## src/rtl/assert_macros.svh

```systemverilog
// assertion helpers shared by the rtl
`ifndef ASSERT_MACROS_SVH
`define ASSERT_MACROS_SVH

// same-cycle implication, off while in reset
`define ASSERT_IMPLY(label, clk, rst_n, ante, cons, msg) \
    label: assert property (@(posedge clk) disable iff (!rst_n) (ante) |-> (cons)) \
        else $error(msg);

// next-cycle implication, off while in reset
`define ASSERT_NEXT(label, clk, rst_n, ante, cons, msg) \
    label: assert property (@(posedge clk) disable iff (!rst_n) (ante) |=> (cons)) \
        else $error(msg);

`endif

```

## src/rtl/bfnb_scan.sv

```systemverilog
module bfnb_scan #(
    parameter int WORD_BITS = 64,
    localparam int IDX_W = (WORD_BITS > 1) ? $clog2(WORD_BITS) : 1
) (
    input  logic [WORD_BITS-1:0] word,
    input  logic [WORD_BITS-1:0] mask,
    input  logic                 want_one,
    output logic                 hit,
    output logic [IDX_W-1:0]     idx
);

    logic [WORD_BITS-1:0] cand;
    logic [WORD_BITS-1:0] lowest;

    always_comb
    begin
        cand   = (want_one ? word : ~word) & mask;
        // isolate the lowest set bit, then encode its one-hot position
        lowest = cand & (~cand + WORD_BITS'(1));
        hit    = |cand;
        idx    = '0;
        for (int j = 0; j < WORD_BITS; j++)
        begin
            idx = idx | (lowest[j] ? IDX_W'(j) : '0);
        end
    end

endmodule

```

## config.mk

```make
export PLATFORM = sky130hd
export DESIGN_NAME = bfnb_scan
export DESIGN_NICKNAME = d
export VERILOG_FILES = /design/src/rtl/assert_macros.svh /design/src/rtl/bfnb_scan.sv
export SDC_FILE = /design/constraint.sdc
export NUM_CORES = 1
export LEC_CHECK = 0
export BUFFER_PORTS_ARGS = -buffer_cell sky130_fd_sc_hd__clkbuf_2
export CORE_MARGIN = 4
export CORE_UTILIZATION = 56
export DETAILED_ROUTE_END_ITERATION = 7
export PLACE_DENSITY = 0.95
export SLEW_MARGIN = 40
export SYNTH_ARGS = -nofsm -noshare
export SYNTH_HDL_FRONTEND = slang
export SYNTH_SLANG_ARGS = --single-unit
```

## constraint.sdc

```tcl
create_clock -name vclk -period 8.5
set_clock_uncertainty 0.1 [all_clocks]
set_input_delay 1.7 -clock vclk [all_inputs]
set_output_delay 1.7 -clock vclk [all_outputs]
set_load 0.1 [all_outputs]
```

==> impl_metrics.json <==
{
  "maxSlewHeadroom_pct": 47.1,
  "die-area_um2": 7640,
  "max_cap_viol_count": 0,
  "critPathTopFamily": "buffers and inverters",
  "synth.area.top_cells": "nand2_1, xnor2_1, nand3_1",
  "cp_common_cell": "nand3_1",
  "ant_nets": 0,
  "max_freq_ghz": 0.136,
  "insertedDiodeCount": 0,
  "drt_iter0_drc": 544,
  "final.setup.worst_slack_ns": 1.13,
  "setup_tns_ns": 0,
  "synth_area_per_cell_um2": 6.01,
  "finalPower_mw": 0.228,
  "setup_viol": 0,
  "synth_cell_types": 57,
  "hold-worst-slack_ns": 4.16,
  "hpwl_mm": 11.6,
  "synthSimpleGateAreaFrac_pct": 53.5,
  "synth_top_family_by_area": "simple AND/OR/NAND/NOR gates",
  "cp-start-kind": "input port",
  "hold_buffers": 0,
  "drc_errors": 0,
  "syn2layout_area_growth_pct": 19.7,
  "grt_first_pass_wirelength_mm": 21.6,
  "io_buffer_count": 136,
  "slowest_delay_ns": 0.78,
  "dr.pass1.iters": 7,
  "synth_most_common_cell": "nand2_1",
  "synth.cell_area_um2": 3530,
  "coreArea_um2": 6030,
  "synth_top_area_share_pct": 12.2,
  "critPathBufInv": 3,
  "ir_drop_mv": 0.0353,
  "start_util_pct": 58.6,
  "vias_per_cell": 6.76,
  "cp-end-kind": "output port",
  "gp_congestion": 1.05,
  "dieWidth_um": 87.4,
  "power_density_nw_per_um2": 53.9,
  "drt_wl_total_mm": 13.9,
  "p_leak_nw": 1.85,
  "seq_cells": 0,
  "ys_warn_count": 0,
  "cts_resized": 0,
  "worstPathArrival_ns": 5.57,
  "synth_fa_ha_area_share_pct": 0,
  "clkbuf_count": 0,
  "maxSlewViolCount": 0,
  "status": "finished clean",
  "die_h_um": 87.4,
  "syn_nets": 716,
  "synth-compound-area-share_pct": 29.7,
  "cp_data_required_time_ns": 6.70,
  "final_hold_viol_count": 0,
  "fin_nets": 836,
  "first_global_vias": 4743,
  "overflow": 0,
  "post_cts_buffers": 0,
  "grt_max_degree": 99,
  "rows": 28,
  "synth.mux.area_fraction_pct": 0,
  "yosysSeqAreaShare_pct": 0,
  "critPathMaxFanout": 98,
  "crit_slowest_cell": "or4_1",
  "layout_min_cycle_time_ns": 7.37,
  "grt_antenna_before_repair": 0,
  "rsz0062_at_grt": "false",
  "worstSetupPathType": "input port to output port",
  "fill_cells": 528,
  "wl_per_cell_um": 17.8,
  "vias": 5273,
  "finalCritPeriodShare_pct": 86.7,
  "syn-instance-count": 587,
  "crit_chain": "buf_6, buf_4, nand3_1, a222oi_1, nand3_1, or4_1, a311oi_1, a2111oi_0, nand4_1, clkbuf_2",
  "multi_input_area_um2": 3330,
  "place_ws_ns": 1.00,
  "ys_top_cells_by_count": "nand2_1, nand3_1, xnor2_1",
  "worst_pin_slew_ns": 0.794,
  "io_pins": 136,
  "synth_xor_xnor_area_share_pct": 11.2,
  "min_path_type": "input port to output port",
  "drive_above_1_share_pct": 21.7,
  "seq_area_um2": 0,
  "synth_top_area_cell": "nand2_1",
  "grt_usage_pct": 33.9
}
==> final timing paths <==
check / startpoint / endpoint / slack (ns) / cells after the start
setup / recovery: want_one / idx[0] / 1.13 / 10
hold / removal: mask[63] / hit / 4.16 / 5
==> cell type report <==
type | count | share of cell area (%)
Inverter | 19 | 1.69
Multi-Input combinational cell | 544 | 78.8
Timing Repair Buffer | 142 | 17.3
Tap cell | 75 | 2.22
==> where the power goes <==
group	total (mW)	switching, mW	internal, mW
Combinational	0.228	0.141	0.0869
Clock	0	0	0
Sequential	0	0	0
==> stage by stage <==
stage                     utilization, %  area, um2  cells
after detailed placement            70.1       4220    780
final                               70.1       4230    780
after floorplan                        -       3530    587
after global placement              70.1       4220    780
after global routing                70.1       4230    780
after CTS                           70.1       4220    780
==> cell families after synthesis <==
kind of cell | Yosys count
AOI/OAI and AO/OA | 138
xor gates and xnor gates | 45
buffers and inverters | 43
and+or+nand+nor | 361
==> placed cells by master, fill, tap and decap left out, types with 4 or more instances in the layout <==
cell type / synthesis / layout
nand4_1: 21 / 21
and3_1: 11 / 11
or3_1: 25 / 25
inv_1: 19 / 19
nand2_1: 115 / 115
nor2b_1: 41 / 41
a211oi_1: 6 / 6
a22oi_1: 20 / 20
a221o_1: 5 / 5
or4_1: 8 / 8
and2_1: 12 / 12
clkbuf_2: 0 / 135
o22ai_1: 7 / 7
nand3_1: 55 / 55
a31oi_1: 10 / 10
a21boi_0: 6 / 6
nor3_1: 28 / 28
nor2_1: 11 / 11
o31ai_1: 9 / 9
a21oi_1: 15 / 15
nand2b_1: 4 / 4
buf_4: 2 / 6
o21ai_0: 9 / 9
xnor2_1: 45 / 45
a211o_1: 12 / 12
a221oi_1: 6 / 6
nor4_1: 12 / 12
nand3b_1: 4 / 4
a222oi_1: 7 / 7
==> metal layers <==
layer	vias up	global-route usage, %	part of all wire (%)
li1	2497	-	-
met1	2402	45.1	42
met2	344	58.8	47
met3	30	3.88	9.7
met4	0	6.28	1.8
met5	-	0	0
(Power assumes the default switching activity.)
