### config.mk
export PLATFORM = sky130hd
export DESIGN_NAME = bfnb_ram
export DESIGN_NICKNAME = d
export VERILOG_FILES = /design/src/rtl/assert_macros.svh /design/src/rtl/bfnb_ram.sv
export SDC_FILE = /design/constraint.sdc
export NUM_CORES = 2
export LEC_CHECK = 0
export BUFFER_PORTS_ARGS = -buffer_cell sky130_fd_sc_hd__buf_2
export CAP_MARGIN = 20
export CORE_AREA = 5 5 632 634
export CTS_BUF_LIST = sky130_fd_sc_hd__clkbuf_2 sky130_fd_sc_hd__clkbuf_4 sky130_fd_sc_hd__clkbuf_8
export DETAILED_ROUTE_END_ITERATION = 8
export DIE_AREA = 0 0 637 639
export MAX_ROUTING_LAYER = met4
export PLACE_DENSITY_LB_ADDON = 0.05
export SYNTH_ARGS = -nofsm -noshare
export SYNTH_HDL_FRONTEND = slang
export SYNTH_SLANG_ARGS = --single-unit
### constraint.sdc
create_clock -name clk -period 8.25 [get_ports clk]
set_input_delay 1.65 -clock clk [delete_from_list [all_inputs] [get_ports clk]]
set_output_delay 1.65 -clock clk [all_outputs]
set_load 0.005 [all_outputs]
### src/rtl/assert_macros.svh
// assertion helpers shared by the rtl
`ifndef ASSERT_MACROS_SVH
`define ASSERT_MACROS_SVH

// same-cycle implication, off while in reset
`define ASSERT_IMPLY(label, clk, rst_n, ante, cons, msg) \
    label: assert property (@(posedge clk) disable iff (!rst_n) (ante) |-> (cons)) \
        else $error(msg);

// next-cycle implication, off while in reset
`define ASSERT_NEXT(label, clk, rst_n, ante, cons, msg) \
    label: assert property (@(posedge clk) disable iff (!rst_n) (ante) |=> (cons)) \
        else $error(msg);

`endif

### src/rtl/bfnb_ram.sv
module bfnb_ram #(
    parameter int WIDTH = 64,
    parameter int DEPTH = 64,
    localparam int AW = (DEPTH > 1) ? $clog2(DEPTH) : 1
) (
    input  logic             clk,
    input  logic             we,
    input  logic [AW-1:0]    waddr,
    input  logic [WIDTH-1:0] wdata,
    input  logic [AW-1:0]    raddr,
    output logic [WIDTH-1:0] rdata
);

    logic [WIDTH-1:0] mem [DEPTH];

    always_ff @(posedge clk)
    begin
        if (we)
        begin
            mem[waddr] <= wdata;
        end
        rdata <= mem[raddr];
    end

endmodule

==> reports/qor.csv <==
metric;value;unit
hold_path_class;in2reg;
cp_max_fo;40;
synthCells;6598;
grt_pass1_wl;675;mm
remaining_drc_errors;0;
tightest_slew;1.12;ns
clkTransAtPathRegs;0.06;ns
drive_above_1_share;33.8;%
highest_layer;met4;
ir_worst_vdd;156;uV
clk_path_buf_depth;4;
firstDrtPassIters;5;
cap_violations;0;
ioPinCount;142;
hp-start;wdata[52];
grt_pass1_vias;79657;
clk_latency;1.23;ns
crit_slowest_cell;nor2_4;
critical_path.max_stage_delay;1.03;ns
reg2reg_from;mem[8][28];
cts-htree-levels;6;
fp-row-count;231;
syn_nets;6676;
status;finished clean;
dieArea;407000;um^2
vias;76894;
synth_cell_types;33;
grt.total_usage;24.7;%
netlist_area;156000;um^2
slew_violations;0;
ys_async_sr_fraction;0;%
final_cells;13203;
reg2reg_slack;6.01;ns
hold_depth;1;
synth-edff-count;4096;
clock_sinks;4160;
routedWlPerCell;37.5;um
dp.cells;11870;
final_common_cell;edfxtp_1;
leakagePower;56.3;nW
portBuffers;141;
dp_hpwl;270;mm
grt_max_degree;100;
ctsResizeCount;0;
initialDrtViolationCount;8334;
cts-root-buf;clkbuf_8;
m1WireLength;214;mm
yosysSeqAreaShare;79.5;%
place_area;165000;um^2
syn_area_per_cell;23.7;um^2
r2r-end;rdata[28];
final_nets;7444;
cp_data_arrival_time;4.86;ns
final_cell_mix;edfxtp_1 (4096), mux4_2 (1024), clkbuf_8 (734);
period_share;48.9;%
yosys_warnings;0;
required;9.07;ns
hold_slack;0.701;ns
p_per_area;244;nW/um^2
synth_flop_cell;edfxtp_1;
cp_cell_sequence;buf_2 > nor2b_1 > nand3_1 > nor2_4 > buf_4;
areaGrowthSynthToFinish;14.8;%
final_cell_area;179000;um^2
reg2reg_depth;5;
min_period;4.03;ns
hold_violations;0;
floorplan.initialDensity;39.7;%
crit_path_end_kind;register;
dieWidth;637;um
wl;495;mm
overflow;0;
critical_path_class;in2reg;
wl_met2;239;mm
grt_setup_unrepaired;false;
max_freq;248;MHz
fin_setup_tns;0;ns
drtAntennaViolNets;0;
crit_family;simple AND/OR/NAND/NOR gates;
wl_met3;29.0;mm
setup_violations;0;
ctsHoldBuffers;0;
via_per_inst;5.82;
coreArea;394000;um^2
cts_setup_buffers;0;
fill_cells;33265;
ys_seq_elements;4160;
cts_made_buffers;700;
finClkSkew;0.0452;ns
fp.dieH;639;um
worstSetupStartpointType;primary input;
min_to;mem[54][52];
antenna_found_initial;58;
routabilityCongestion;0.773;
cts_tree;done;
path_buf_inv;2;
slew_headroom;25.3;%
==> routing by layer <==
metal	track usage [%]	vias up
li1	-	30244
met3	3.90	751
met5	-	-
met4	6.32	0
met1	34.1	43168
met2	38.8	2731
==> cell families after synthesis <==
| group | count (synthesis) | share of synthesized area, % |
|---|---|---|
| multiplexers | 1159 | 15.6 |
| AO/OA/AOI/OAI | 504 | 2.48 |
| flip-flops | 4160 | 79.5 |
| buffers and inverters | 389 | 1.18 |
| AND/OR/NAND/NOR | 386 | 1.24 |
==> where the power goes <==
part / total (W) / internal (W) / switching (W)
sequential: 0.0235 / 0.0234 / 0.000123
clock: 0.0181 / 0.00969 / 0.00838
combinational: 0.00211 / 0.000767 / 0.00134
total: 0.0437 / 0.0339 / 0.00985
==> metrics by stage <==
stage	power (W)	util, %	setup slack, ns
2_1_floorplan	0.0250	-	1.16
6_report	0.0437	45.6	4.22
5_1_grt	0.0453	45.6	4.23
3_5_place_dp	0.0261	41.9	2.99
3_3_place_gp	0.0261	41.8	2.92
4_1_cts	0.0442	45.4	4.18
==> Yosys cell counts, drive strengths merged, types with 11 or more instances <==
master / n / share of area, %
a211oi: 63 / 0.30
a22o: 88 / 0.49
a22oi: 168 / 0.81
a2bb2oi: 19 / 0.11
a31oi: 18 / 0.072
a41oi: 26 / 0.15
and3: 64 / 0.26
buf: 230 / 0.80
clkbuf: 140 / 0.34
dfxtp: 64 / 0.82
edfxtp: 4096 / 79
inv: 19 / 0.046
mux2i: 135 / 0.86
mux4: 1024 / 15
nand2: 58 / 0.14
nand2b: 11 / 0.044
nand3: 45 / 0.14
nor2: 112 / 0.27
nor2b: 28 / 0.11
o221ai: 38 / 0.21
o22ai: 83 / 0.33
or2: 28 / 0.11
or3: 29 / 0.12
==> worst max path at each step <==
| stage | from | cells past startpoint | endpoint |
|---|---|---|---|
| finish | we | 5 | mem[22][8] |
| global route | raddr[0] | 7 | rdata[42] |
| CTS | rdata[15] | 1 | rdata[15] |
| detailed placement | we | 5 | mem[22][8] |
| global placement | we | 5 | mem[22][13] |
| floorplan | waddr[3] | 4 | mem[48][0] |
==> registers in the layout, indices dropped and copies added (netlist names) <==
signal  count
rdata      64
mem      4096
==> layout make-up <==
type	count	area (um^2)	area share [%]
repair buffers	436	3990	2.22
clock inverters	279	1640	0.916
clock buffers	990	12000	6.70
well taps	5242	6560	3.66
flip-flops and latches	4160	124000	69.3
multi-input cells	2049	30800	17.2
inverters	19	71.3	0.0397
diodes	28	70.1	0.0391
==> worst reg2reg max path, stage by stage, from the launching register on <==
cell and delay [ns]:
edfxtp_1 0.36, mux4_2 0.46, nor2b_1 0.15, a211oi_1 0.72, o22ai_1 0.24, and3_1 0.21
Note: power is estimated with default switching activity, not from simulation.
